`config.mk`:
```
export PLATFORM = sky130hd
export DESIGN_NAME = ps2_scan_code_to_ascii_top_flat
export DESIGN_NICKNAME = d
export VERILOG_FILES = /design/src/ps2sc_pkg.sv /design/src/ps2sc_if.sv /design/src/ps2_scan_code_to_ascii_top.sv /design/src/flat_wrapper.sv
export SDC_FILE = /design/constraint.sdc
export NUM_CORES = 1
export LEC_CHECK = 0
export ABC_AREA = 1
export BUFFER_PORTS_ARGS = -buffer_cell sky130_fd_sc_hd__buf_2
export CORE_UTILIZATION = 59
export DETAILED_ROUTE_END_ITERATION = 8
export PLACE_DENSITY_LB_ADDON = 0.05
export SLEW_MARGIN = 20
export SYNTH_ARGS = -nofsm -noshare
export SYNTH_HDL_FRONTEND = slang
export SYNTH_SLANG_ARGS = --single-unit
```
`constraint.sdc`:
```
create_clock -name i_clk -period 2.1 [get_ports i_clk]
set_clock_uncertainty 0.1 [all_clocks]
set_input_delay 0.21 -clock i_clk [delete_from_list [all_inputs] [get_ports i_clk]]
set_output_delay 0.21 -clock i_clk [all_outputs]
set_load 0.005 [all_outputs]
```
`src/ps2sc_pkg.sv`:
```
// ----------------------------------------------------------------------------
// ps2sc_pkg
// Shared widths, scan code constants and the key / character lookup
// functions of the PS/2 set 2 scan code decoder.
// ----------------------------------------------------------------------------
package ps2sc_pkg;

    localparam int unsigned SCAN_W = 8;
    localparam int unsigned CHAR_W = 7;
    localparam int unsigned KEY_W  = 5;

    // prefix and modifier bytes
    localparam logic [SCAN_W-1:0] SC_BREAK   = 8'hF0;
    localparam logic [SCAN_W-1:0] SC_EXT     = 8'hE0;
    localparam logic [SCAN_W-1:0] SC_LSHIFT  = 8'h12;
    localparam logic [SCAN_W-1:0] SC_RSHIFT  = 8'h59;
    localparam logic [SCAN_W-1:0] SC_CTRL    = 8'h14;
    localparam logic [SCAN_W-1:0] SC_ALT     = 8'h11;

    // arrow keys (extended)
    localparam logic [SCAN_W-1:0] SC_UP      = 8'h75;
    localparam logic [SCAN_W-1:0] SC_DOWN    = 8'h72;
    localparam logic [SCAN_W-1:0] SC_LEFT    = 8'h6B;
    localparam logic [SCAN_W-1:0] SC_RIGHT   = 8'h74;

    // function keys
    localparam logic [SCAN_W-1:0] SC_F1      = 8'h05;
    localparam logic [SCAN_W-1:0] SC_F2      = 8'h06;
    localparam logic [SCAN_W-1:0] SC_F3      = 8'h04;
    localparam logic [SCAN_W-1:0] SC_F4      = 8'h0C;
    localparam logic [SCAN_W-1:0] SC_F5      = 8'h03;
    localparam logic [SCAN_W-1:0] SC_F6      = 8'h0B;
    localparam logic [SCAN_W-1:0] SC_F7      = 8'h83;
    localparam logic [SCAN_W-1:0] SC_F8      = 8'h0A;
    localparam logic [SCAN_W-1:0] SC_F9      = 8'h01;
    localparam logic [SCAN_W-1:0] SC_F10     = 8'h09;
    localparam logic [SCAN_W-1:0] SC_F11     = 8'h78;
    localparam logic [SCAN_W-1:0] SC_F12     = 8'h07;

    // special key codes on the result
    localparam logic [KEY_W-1:0] KEY_NONE  = 5'd0;
    localparam logic [KEY_W-1:0] KEY_F1    = 5'd1;
    localparam logic [KEY_W-1:0] KEY_F2    = 5'd2;
    localparam logic [KEY_W-1:0] KEY_F3    = 5'd3;
    localparam logic [KEY_W-1:0] KEY_F4    = 5'd4;
    localparam logic [KEY_W-1:0] KEY_F5    = 5'd5;
    localparam logic [KEY_W-1:0] KEY_F6    = 5'd6;
    localparam logic [KEY_W-1:0] KEY_F7    = 5'd7;
    localparam logic [KEY_W-1:0] KEY_F8    = 5'd8;
    localparam logic [KEY_W-1:0] KEY_F9    = 5'd9;
    localparam logic [KEY_W-1:0] KEY_F10   = 5'd10;
    localparam logic [KEY_W-1:0] KEY_F11   = 5'd11;
    localparam logic [KEY_W-1:0] KEY_F12   = 5'd12;
    localparam logic [KEY_W-1:0] KEY_UP    = 5'd13;
    localparam logic [KEY_W-1:0] KEY_DOWN  = 5'd14;
    localparam logic [KEY_W-1:0] KEY_LEFT  = 5'd15;
    localparam logic [KEY_W-1:0] KEY_RIGHT = 5'd16;

    typedef logic [SCAN_W-1:0] t_scan;
    typedef logic [CHAR_W-1:0] t_char;
    typedef logic [KEY_W-1:0]  t_key;

    function automatic t_key fkey_number(input t_scan sc);
        t_key k;
        unique case (sc)
            SC_F1:   k = KEY_F1;
            SC_F2:   k = KEY_F2;
            SC_F3:   k = KEY_F3;
            SC_F4:   k = KEY_F4;
            SC_F5:   k = KEY_F5;
            SC_F6:   k = KEY_F6;
            SC_F7:   k = KEY_F7;
            SC_F8:   k = KEY_F8;
            SC_F9:   k = KEY_F9;
            SC_F10:  k = KEY_F10;
            SC_F11:  k = KEY_F11;
            SC_F12:  k = KEY_F12;
            default: k = KEY_NONE;
        endcase
        return k;
    endfunction

    function automatic t_key arrow_number(input t_scan sc);
        t_key k;
        unique case (sc)
            SC_UP:    k = KEY_UP;
            SC_DOWN:  k = KEY_DOWN;
            SC_LEFT:  k = KEY_LEFT;
            SC_RIGHT: k = KEY_RIGHT;
            default:  k = KEY_NONE;
        endcase
        return k;
    endfunction

    // character ROM: returns {normal, shifted}, zero where no character
    function automatic logic [2*CHAR_W-1:0] char_pair(input logic [CHAR_W-1:0] idx);
        logic [2*CHAR_W-1:0] p;
        unique case (idx)
            7'h0E:   p = {7'h60, 7'h7E}; // ` ~
            7'h15:   p = {7'h71, 7'h51}; // q Q
            7'h16:   p = {7'h31, 7'h21}; // 1 !
            7'h1A:   p = {7'h7A, 7'h5A}; // z Z
            7'h1B:   p = {7'h73, 7'h53}; // s S
            7'h1C:   p = {7'h61, 7'h41}; // a A
            7'h1D:   p = {7'h77, 7'h57}; // w W
            7'h1E:   p = {7'h32, 7'h40}; // 2 @
            7'h21:   p = {7'h63, 7'h43}; // c C
            7'h22:   p = {7'h78, 7'h58}; // x X
            7'h23:   p = {7'h64, 7'h44}; // d D
            7'h24:   p = {7'h65, 7'h45}; // e E
            7'h25:   p = {7'h34, 7'h24}; // 4 $
            7'h26:   p = {7'h33, 7'h23}; // 3 #
            7'h29:   p = {7'h20, 7'h20}; // space
            7'h2A:   p = {7'h76, 7'h56}; // v V
            7'h2B:   p = {7'h66, 7'h46}; // f F
            7'h2C:   p = {7'h74, 7'h54}; // t T
            7'h2D:   p = {7'h72, 7'h52}; // r R
            7'h2E:   p = {7'h35, 7'h25}; // 5 %
            7'h31:   p = {7'h6E, 7'h4E}; // n N
            7'h32:   p = {7'h62, 7'h42}; // b B
            7'h33:   p = {7'h68, 7'h48}; // h H
            7'h34:   p = {7'h67, 7'h47}; // g G
            7'h35:   p = {7'h79, 7'h59}; // y Y
            7'h36:   p = {7'h36, 7'h5E}; // 6 ^
            7'h3A:   p = {7'h6D, 7'h4D}; // m M
            7'h3B:   p = {7'h6A, 7'h4A}; // j J
            7'h3C:   p = {7'h75, 7'h55}; // u U
            7'h3D:   p = {7'h37, 7'h26}; // 7 &
            7'h3E:   p = {7'h38, 7'h2A}; // 8 *
            7'h41:   p = {7'h2C, 7'h3C}; // , <
            7'h42:   p = {7'h6B, 7'h4B}; // k K
            7'h43:   p = {7'h69, 7'h49}; // i I
            7'h44:   p = {7'h6F, 7'h4F}; // o O
            7'h45:   p = {7'h30, 7'h29}; // 0 )
            7'h46:   p = {7'h39, 7'h28}; // 9 (
            7'h49:   p = {7'h2E, 7'h3E}; // . >
            7'h4A:   p = {7'h2F, 7'h3F}; // / ?
            7'h4B:   p = {7'h6C, 7'h4C}; // l L
            7'h4C:   p = {7'h3B, 7'h3A}; // ; :
            7'h4D:   p = {7'h70, 7'h50}; // p P
            7'h4E:   p = {7'h2D, 7'h5F}; // - _
            7'h52:   p = {7'h27, 7'h22}; // ' "
            7'h54:   p = {7'h5B, 7'h7B}; // [ {
            7'h55:   p = {7'h3D, 7'h2B}; // = +
            7'h5A:   p = {7'h0A, 7'h0A}; // enter
            7'h5B:   p = {7'h5D, 7'h7D}; // ] }
            7'h5D:   p = {7'h5C, 7'h7C}; // \ |
            7'h66:   p = {7'h08, 7'h08}; // backspace
            default: p = '0;
        endcase
        return p;
    endfunction

endpackage

```
`src/ps2sc_if.sv`:
```
// ----------------------------------------------------------------------------
// ps2sc_in_if / ps2sc_out_if
// Valid/ready channels carrying scan bytes in and decoded key items out.
// ----------------------------------------------------------------------------
interface ps2sc_in_if;
    logic                        valid;
    logic                        ready;
    logic [ps2sc_pkg::SCAN_W-1:0] scan_code;

    modport source (output valid, output scan_code, input ready);
    modport sink   (input valid, input scan_code, output ready);
endinterface

interface ps2sc_out_if;
    logic                        valid;
    logic                        ready;
    logic                        char_valid;
    logic [ps2sc_pkg::CHAR_W-1:0] char_code;
    logic [ps2sc_pkg::KEY_W-1:0]  special_key;
    logic                        shift_held;
    logic                        ctrl_held;
    logic                        alt_held;

    modport source (output valid, output char_valid, output char_code,
                    output special_key, output shift_held, output ctrl_held,
                    output alt_held, input ready);
    modport sink   (input valid, input char_valid, input char_code,
                    input special_key, input shift_held, input ctrl_held,
                    input alt_held, output ready);
endinterface

```
`src/ps2_scan_code_to_ascii_top.sv`:
```
// ----------------------------------------------------------------------------
// ps2_scan_code_to_ascii_top
// PS/2 set 2 scan byte decoder: tracks break/extended prefixes and the
// shift, ctrl and alt levels, and reports characters, F-keys and arrows.
// ----------------------------------------------------------------------------
// Path from byte accepted to result valid: input register, then result
// register after the flag update and character ROM lookup.
// Throughput: one item per cycle; a stalled result holds the input register,
// so intake stops once that register is full.
// Reset: synchronous, active low; clears both prefix flags, the modifier
// levels and the valid bits of both stages.
module ps2_scan_code_to_ascii_top (
    input  logic               i_clk,
    input  logic               i_rst_n,
    ps2sc_in_if.sink           i_in,
    ps2sc_out_if.source        o_out
);

    // stage 1: input register
    logic                   r_in_valid;
    ps2sc_pkg::t_scan       r_scan;

    // decoder state
    logic r_release, r_extended, r_shift, r_ctrl, r_alt;
    logic n_release, n_extended, n_shift, n_ctrl, n_alt;

    // stage 2: result register
    logic                   r_out_valid;
    ps2sc_pkg::t_char       r_char;
    ps2sc_pkg::t_key        r_key;
    logic                   r_shift_o, r_ctrl_o, r_alt_o;

    logic                   s2_free;
    logic                   s1_move;
    logic                   is_break, is_ext, is_shift, is_ctrl, is_alt;
    logic                   is_plain_make;
    logic [2*ps2sc_pkg::CHAR_W-1:0] pair;
    ps2sc_pkg::t_char       n_char;
    ps2sc_pkg::t_key        n_key;

    assign s2_free  = !r_out_valid || o_out.ready;
    assign s1_move  = r_in_valid && s2_free;
    assign i_in.ready = !r_in_valid || s2_free;

    always_comb begin
        is_break = (r_scan == ps2sc_pkg::SC_BREAK);
        is_ext   = (r_scan == ps2sc_pkg::SC_EXT);
        is_shift = (r_scan == ps2sc_pkg::SC_LSHIFT) || (r_scan == ps2sc_pkg::SC_RSHIFT);
        is_ctrl  = (r_scan == ps2sc_pkg::SC_CTRL);
        is_alt   = (r_scan == ps2sc_pkg::SC_ALT);

        // a prefix arms its own flag and keeps the other; anything else clears both
        n_release  = is_break || (is_ext && r_release);
        n_extended = is_ext || (is_break && r_extended);
        n_shift    = is_shift ? !r_release : r_shift;
        n_ctrl     = is_ctrl  ? !r_release : r_ctrl;
        n_alt      = is_alt   ? !r_release : r_alt;

        is_plain_make = !is_break && !is_ext && !is_shift && !is_ctrl && !is_alt
                        && !r_release;

        pair   = ps2sc_pkg::char_pair(r_scan[ps2sc_pkg::CHAR_W-1:0]);
        n_char = '0;
        n_key  = ps2sc_pkg::KEY_NONE;
        if (is_plain_make) begin
            if (r_extended) begin
                n_key = ps2sc_pkg::arrow_number(r_scan);
            end else begin
                n_key = ps2sc_pkg::fkey_number(r_scan);
                // top half of the code space has no character
                if (!r_scan[ps2sc_pkg::SCAN_W-1]) begin
                    n_char = r_shift ? pair[ps2sc_pkg::CHAR_W-1:0]
                                     : pair[2*ps2sc_pkg::CHAR_W-1:ps2sc_pkg::CHAR_W];
                end
            end
        end
    end

    always_ff @(posedge i_clk) begin
        if (!i_rst_n) begin
            r_in_valid  <= 1'b0;
            r_out_valid <= 1'b0;
            r_release   <= 1'b0;
            r_extended  <= 1'b0;
            r_shift     <= 1'b0;
            r_ctrl      <= 1'b0;
            r_alt       <= 1'b0;
        end else begin
            if (i_in.ready) begin
                r_in_valid <= i_in.valid;
            end
            if (s2_free) begin
                r_out_valid <= r_in_valid;
            end
            if (s1_move) begin
                r_release  <= n_release;
                r_extended <= n_extended;
                r_shift    <= n_shift;
                r_ctrl     <= n_ctrl;
                r_alt      <= n_alt;
            end
        end
    end

    always_ff @(posedge i_clk) begin
        if (i_in.ready && i_in.valid) begin
            r_scan <= i_in.scan_code;
        end
        if (s1_move) begin
            r_char    <= n_char;
            r_key     <= n_key;
            r_shift_o <= n_shift;
            r_ctrl_o  <= n_ctrl;
            r_alt_o   <= n_alt;
        end
    end

    assign o_out.valid       = r_out_valid;
    assign o_out.char_valid  = (r_char != '0);
    assign o_out.char_code   = r_char;
    assign o_out.special_key = r_key;
    assign o_out.shift_held  = r_shift_o;
    assign o_out.ctrl_held   = r_ctrl_o;
    assign o_out.alt_held    = r_alt_o;

endmodule

```
`src/flat_wrapper.sv`:
```
// flat-port wrapper written by rule: the top's interface ports become plain ports
module ps2_scan_code_to_ascii_top_flat 
  (i_clk, i_rst_n, i_in_valid, i_in_scan_code, i_in_ready, o_out_valid, o_out_char_valid, o_out_char_code, o_out_special_key, o_out_shift_held, o_out_ctrl_held, o_out_alt_held, o_out_ready);
  ps2sc_in_if i_in_i ();
  ps2sc_out_if o_out_i ();
  input  logic i_clk;
  input  logic i_rst_n;
  input wire logic [$bits(i_in_i.valid)-1:0] i_in_valid;
  input wire logic [$bits(i_in_i.scan_code)-1:0] i_in_scan_code;
  output wire logic [$bits(i_in_i.ready)-1:0] i_in_ready;
  output wire logic [$bits(o_out_i.valid)-1:0] o_out_valid;
  output wire logic [$bits(o_out_i.char_valid)-1:0] o_out_char_valid;
  output wire logic [$bits(o_out_i.char_code)-1:0] o_out_char_code;
  output wire logic [$bits(o_out_i.special_key)-1:0] o_out_special_key;
  output wire logic [$bits(o_out_i.shift_held)-1:0] o_out_shift_held;
  output wire logic [$bits(o_out_i.ctrl_held)-1:0] o_out_ctrl_held;
  output wire logic [$bits(o_out_i.alt_held)-1:0] o_out_alt_held;
  input wire logic [$bits(o_out_i.ready)-1:0] o_out_ready;
  assign i_in_i.valid = i_in_valid;
  assign i_in_i.scan_code = i_in_scan_code;
  assign i_in_ready = i_in_i.ready;
  assign o_out_valid = o_out_i.valid;
  assign o_out_char_valid = o_out_i.char_valid;
  assign o_out_char_code = o_out_i.char_code;
  assign o_out_special_key = o_out_i.special_key;
  assign o_out_shift_held = o_out_i.shift_held;
  assign o_out_ctrl_held = o_out_i.ctrl_held;
  assign o_out_alt_held = o_out_i.alt_held;
  assign o_out_i.ready = o_out_ready;
  ps2_scan_code_to_ascii_top u_core (.i_clk(i_clk), .i_rst_n(i_rst_n), .i_in(i_in_i), .o_out(o_out_i));
endmodule
```
==> flow_metrics.tcl, run 1 <==
set metrics [dict create \
    nNetsFinal 585 \
    crit_required_ns 2.23 \
    io_buffers 29 \
    yosysTopAreaCellShare 0.199 \
    nFillCells 442 \
    critical_path_class "reg2reg" \
    status "finished, violations left" \
    startpoint_type "flip-flop" \
    synth_seq_cells 44 \
    antenna_found_initial 0 \
    design.die.area_mm2 0.00618 \
    syn2layout_area_growth_pct 22.1 \
    grt_overflow 0 \
    yosysTopAreaCell "edfxtp_1" \
    fin_area_mm2 0.00423 \
    hold_violations 0 \
    htreeDepth 2 \
    clockBufferDepth 2 \
    insertion_delay_ns 0.30 \
    dpl_worst_slack_ns 0.0619 \
    grt_pass1_wl_um 15800 \
    use_met3 0.0547 \
    crit_fanout 6 \
    critical_path_arrival_ns 2.24 \
    synth_cell_types 36 \
    tightest_slew_ns 0.449 \
    setup_ws_ns -0.00850 \
    violations "negative setup slack" \
    max-cap-violations 0 \
    cts.sinks 44 \
    hold_class "in2reg" \
    grt_usage 0.330 \
    maxSlewViolCount 0 \
    syn_avg_cell_area_um2 6.90 \
    slew_headroom 0.699 \
    drcViolationCount 0 \
    layout-drive-gt1-share 0.301 \
    fmax_ghz 0.474 \
    io_pins 30 \
    rows 27 \
    tns_ns -0.00850 \
    setup_viol 1 \
    endpoint_kind "flip-flop" \
    rr_worst_depth 12 \
    final_cell_mix "nand2_1, nand3_1, inv_1" \
    grt_max_degree 22 \
    die_w_um 78.6 \
    holdWs_ns 0.0121 \
    leakagePower_nw 2.07 \
    total_power_mw 2.47 \
    dp.final_hpwl_um 7390 \
    busiest_layer "met2" \
    fin_crit_ns 2.11 \
    grtUsageMet2 0.547 \
    die_y_um 78.6 \
    clockRootBuffer "clkbuf_8" \
    core_area_mm2 0.00557 \
    cts_tree "done" \
    synth_nets 520 \
    drtPass1Iterations 5 \
    seqCellArea_mm2 0.00111 \
    synth.area.top_cells "edfxtp_1, nand2_1, dfxtp_1" \
    final_common_cell "nand2_1" \
    place_congestion 1.03 \
    multi_input_area_mm2 0.00212 \
    power.density_mw_per_mm2 585 \
    gr-usage-met1 0.428 \
    synth-edff-count 23 \
    avgRoutedWirePerCell_um 15.9 \
    start_util 0.622 \
    wl_um 10200 \
    ys.flop_type "edfxtp_1" \
    num_antenna_cells 0 \
    first_global_vias 3390 \
    vias 3709 \
    via_per_inst 5.80 \
    netlist_area_mm2 0.00346 \
    synth_warnings 0 \
    syn-instance-count 502 \
    grt_setup_unrepaired "yes" \
    drtIter0Drc 468 \
    numCtsBuffers 5 \
    post-route-period-util 1.00 \
    max-vdd-ir-drop_mv 0.411 \
    antenna_left 0 \
    async_reset_ff_frac 0 \
    synth_seq_area_share 0.321 \
    clk_pin_slew_ns 0.08 \
    min_path_cells 1 \
    dpl_cell_area_mm2 0.00386 \
]
## final timing paths
check | end | slack, ns | from
worst max register to register | u_core.pair[1]$_DFF_P_ | -0.008 | u_core.r_in_valid$_SDFFE_PN0N_
worst max-delay path | u_core.pair[1]$_DFF_P_ | -0.008 | u_core.r_in_valid$_SDFFE_PN0N_
worst min register to register | u_core.o_out.valid$_SDFFE_PN0P_ | 0.42 | u_core.o_out.valid$_SDFFE_PN0P_
worst min-delay path | u_core.r_scan[6]$_DFFE_PN_ | 0.01 | i_in_scan_code[6]
## power by group
group	switching [mW]	leakage [nW]	internal, mW
Sequential	0.0357	0.402	0.982
Clock	0.294	0.0596	0.341
Combinational	0.515	1.61	0.307
Total	0.845	2.07	1.63
## critical path, cell delays in order, from the launching register on
cell     delay (ns)
dfxtp_2        0.37
nand3_4        0.16
nand2_8        0.15
nand2_2        0.07
nand2_4        0.08
ha_2           0.30
nor2_2         0.25
nor2_4         0.08
o21ai_1        0.13
nand2_1        0.06
o21ai_0        0.11
nand2_1        0.08
nand2_1        0.11
## Yosys cell counts (2+ instances only)
master and count:
o21ai_1 9, nor2_4 8, nand2_1 161, ha_1 6
nor4_1 2, nand4_1 6, inv_1 45, o21ai_0 22
dfxtp_1 21, a31oi_1 2, o211ai_1 7, a21oi_1 23
edfxtp_1 23, nor2_1 36, nand3_1 50, buf_2 5
o2111ai_1 2, nand2_4 15, buf_6 6, nand3b_1 2
nor2_2 8, nand2_2 13, o21ai_2 4, inv_2 8
buf_4 2, nor3_1 6
## cells by family (layout without fill, tap and decap cells)
kind of cell    count (synthesis)  count (layout)  synth area share
compound gates                 71              71             0.119
simple gates                  310             310             0.437
fa+ha+maj                       6               6            0.0217
flops                          44              44             0.321
buf+inv                        71             137             0.102
## area by class of cell
cell class                      instances  share of cell area
Clock inverter                          1             0.00207
Inverter                               55              0.0509
Clock buffer                            7              0.0254
Tap cell                               72              0.0213
Timing Repair Buffer                   74               0.136
Sequential cell                        44               0.263
Multi-Input combinational cell        387               0.501
## what timing repair did
item | 4_1_cts | 5_1_grt
hold buffers | 1 | 0
endpoints found under the hold margin | 1 | 0
buffers inserted | 0 | 10
gates resized for setup | 0 | 45
setup endpoints to repair | 0 | 25
## state kept, by name, summed over array words and instances (netlist names)
register	cells
u_core.r_release	1
u_core.o_out.special_key	5
u_core.o_out.alt_held	1
u_core.o_out.ctrl_held	1
u_core.r_extended	1
u_core.r_scan	8
u_core.r_shift	1
u_core.o_out.char_code	7
u_core.r_in_valid	1
u_core.r_alt	1
u_core.r_ctrl	1
u_core.pair	14
u_core.o_out.valid	1
u_core.o_out.shift_held	1
## stage by stage
step	std cells	utilization
floorplan	502	-
global placement	620	0.693
detailed placement	620	0.693
CTS	629	0.716
global route	640	0.759
finish	640	0.759
## per-layer routing
metal  share of wire  wire (um)  vias to the layer above
li1                -          -                     1763
met1            0.41       4140                     1684
met2            0.48       4890                      219
met3           0.076        771                       43
met4           0.035        355                        0
met5               0          0                        -
Power figures use the tool's default switching activity.
==> inputs of run 2 (changes only) <==
Settings changed: CORE_MARGIN from default to 4.
==> flow_metrics.tcl, run 2 (synthesis results as in run 1) <==
set metrics [dict create \
    status "complete, no violations" \
    crit_fanout 9 \
    via_per_inst 5.87 \
    clockRootBuffer "clkbuf_8" \
    crit_buf_inv 3 \
    vias 3738 \
    clockBufferDepth 2 \
    tightest_slew_ns 0.364 \
    busiest_layer "met2" \
    leakagePower_nw 2.04 \
    drcViolationCount 0 \
    startpoint_type "flip-flop" \
    cpMostUsedCell "nand2_1" \
    grt_usage 0.271 \
    switchingPower_uw 840 \
    wl_um 10000 \
    fmax_ghz 0.488 \
    syn2layout_area_growth_pct 22.2 \
    cts_tree "done" \
    place_congestion 1.08 \
    first_global_vias 3224 \
    largest_reg_flops 14 \
    rows 27 \
    use_met3 0.0343 \
    design.die.area_mm2 0.00716 \
    die_y_um 84.6 \
    slowest_stage "dfxtp_4" \
    grt_max_degree 24 \
    setup_viol 0 \
    p_sw_frac 0.346 \
    endpoint_kind "flip-flop" \
    htreeDepth 2 \
    clk_pin_slew_ns 0.08 \
    critical_path_arrival_ns 2.14 \
    hold_violations 0 \
    maxSlewViolCount 0 \
    numCtsBuffers 5 \
    insertion_delay_ns 0.30 \
    post-route-period-util 0.975 \
    power.density_mw_per_mm2 574 \
    fin_crit_ns 2.05 \
    drtPass1Iterations 9 \
    grt_pass1_wl_um 15700 \
    pwr-share-seq 0.419 \
    crit_required_ns 2.19 \
    cts.sinks 44 \
    fin_cells 637 \
    final_common_cell "nand2_1" \
    gr-usage-met1 0.393 \
    num_antenna_cells 0 \
    max-cap-violations 0 \
    post-place-cells 611 \
    path_cells "nand3_4 > nand3_1 > nand2_4 > buf_4 > nand2_4 > clkinv_2 > nor2_4 > buf_4 > o21ai_1 > nand2_1 > o21ai_0 > nand2_1 > nand2_1" \
    max-vdd-ir-drop_mv 0.331 \
    io_pins 30 \
    grt_setup_unrepaired "yes" \
    io_buffers 29 \
    hold_class "in2reg" \
    die_w_um 84.6 \
    internal-power_mw 1.59 \
    critPathMaxStageDelay_ns 0.39 \
    core_area_mm2 0.00561 \
    antenna_left 0 \
    drtIter0Drc 573 \
    final_cell_mix "nand2_1, nand3_1, inv_1" \
    critical_path.top_delay_family "simple AND/OR/NAND/NOR gates" \
    grtUsageMet2 0.407 \
    dp.final_hpwl_um 7390 \
    slew_headroom 0.757 \
    nNetsFinal 582 \
    holdWs_ns 0.00945 \
    combinationalPowerShare 0.337 \
    start_util 0.618 \
    layout-drive-gt1-share 0.281 \
    avgRoutedWirePerCell_um 15.7 \
    pwr-share-clk 0.244 \
    antenna_found_initial 0 \
    critical_path_class "reg2reg" \
    grt_overflow 0 \
]
==> run 2: worst paths after layout <==
path | start | end | slack, ns | cells past startpoint
worst max-delay path | u_core.o_out.valid$_SDFFE_PN0P_ | u_core.pair[1]$_DFF_P_ | 0.05 | 13
worst min-delay path | i_in_scan_code[0] | u_core.r_scan[0]$_DFFE_PN_ | 0.009 | 1
worst max register to register | u_core.o_out.valid$_SDFFE_PN0P_ | u_core.pair[1]$_DFF_P_ | 0.05 | 13
worst min register to register | u_core.r_release$_SDFFE_PN0P_ | u_core.r_release$_SDFFE_PN0P_ | 0.44 | 2
==> run 2: per-stage QoR <==
step                      worst slack [ns]  setup TNS [ns]  total power [mW]  instance area (um^2)  utilization
after global routing               -0.0344          -0.289              2.55                  4230        0.755
after global placement            -0.00408        -0.00408              1.74                  3810        0.679
after floorplan                      0.131               0              1.55                  3460            -
final                               0.0525               0              2.43                  4230        0.755
after CTS                           0.0271               0              2.34                  3970        0.709
after detailed placement           -0.0375          -0.123              1.75                  3810        0.679
==> run 2: power by group through the flow <==
stage,Sequential [mW],Clock (mW),Combinational [mW]
floorplan,1.03,0,0.518
global route,1.03,0.641,0.886
CTS,1.02,0.600,0.726
detailed placement,1.04,0,0.712
finish,1.02,0.592,0.819
global placement,1.04,0,0.708
==> run 2: routing by layer <==
metal,share of wire,vias to the layer above
met5,0,-
met4,0.036,0
met3,0.12,47
met2,0.43,268
met1,0.41,1657
li1,-,1766
==> run 2: final cells by class <==
| class | count | area (um^2) |
|---|---|---|
| inverter | 55 | 213 |
| sequential | 44 | 1120 |
| timing repair buffer | 69 | 534 |
| tap | 72 | 90.1 |
| multi-input combinational | 389 | 2170 |
| fill | 430 | 1380 |
| clock buffer | 7 | 97.6 |
| clock inverter | 1 | 5.00 |
==> run 2: worst reg2reg max path, stage by stage, from the launching register on <==
cell      delay, ns
dfxtp_4        0.39
nand3_4        0.19
nand3_1        0.18
nand2_4        0.12
buf_4          0.17
nand2_4        0.10
clkinv_2       0.10
nor2_4         0.13
buf_4          0.13
o21ai_1        0.06
nand2_1        0.06
o21ai_0        0.09
nand2_1        0.07
nand2_1        0.05
==> run 2: what timing repair did <==
item,in CTS,in global routing
gates resized for setup,3,42
pin swaps,0,10
setup buffers,1,11
gates cloned,0,2
hold buffers,4,0
setup endpoints to repair,5,26
hold endpoints to repair,4,0
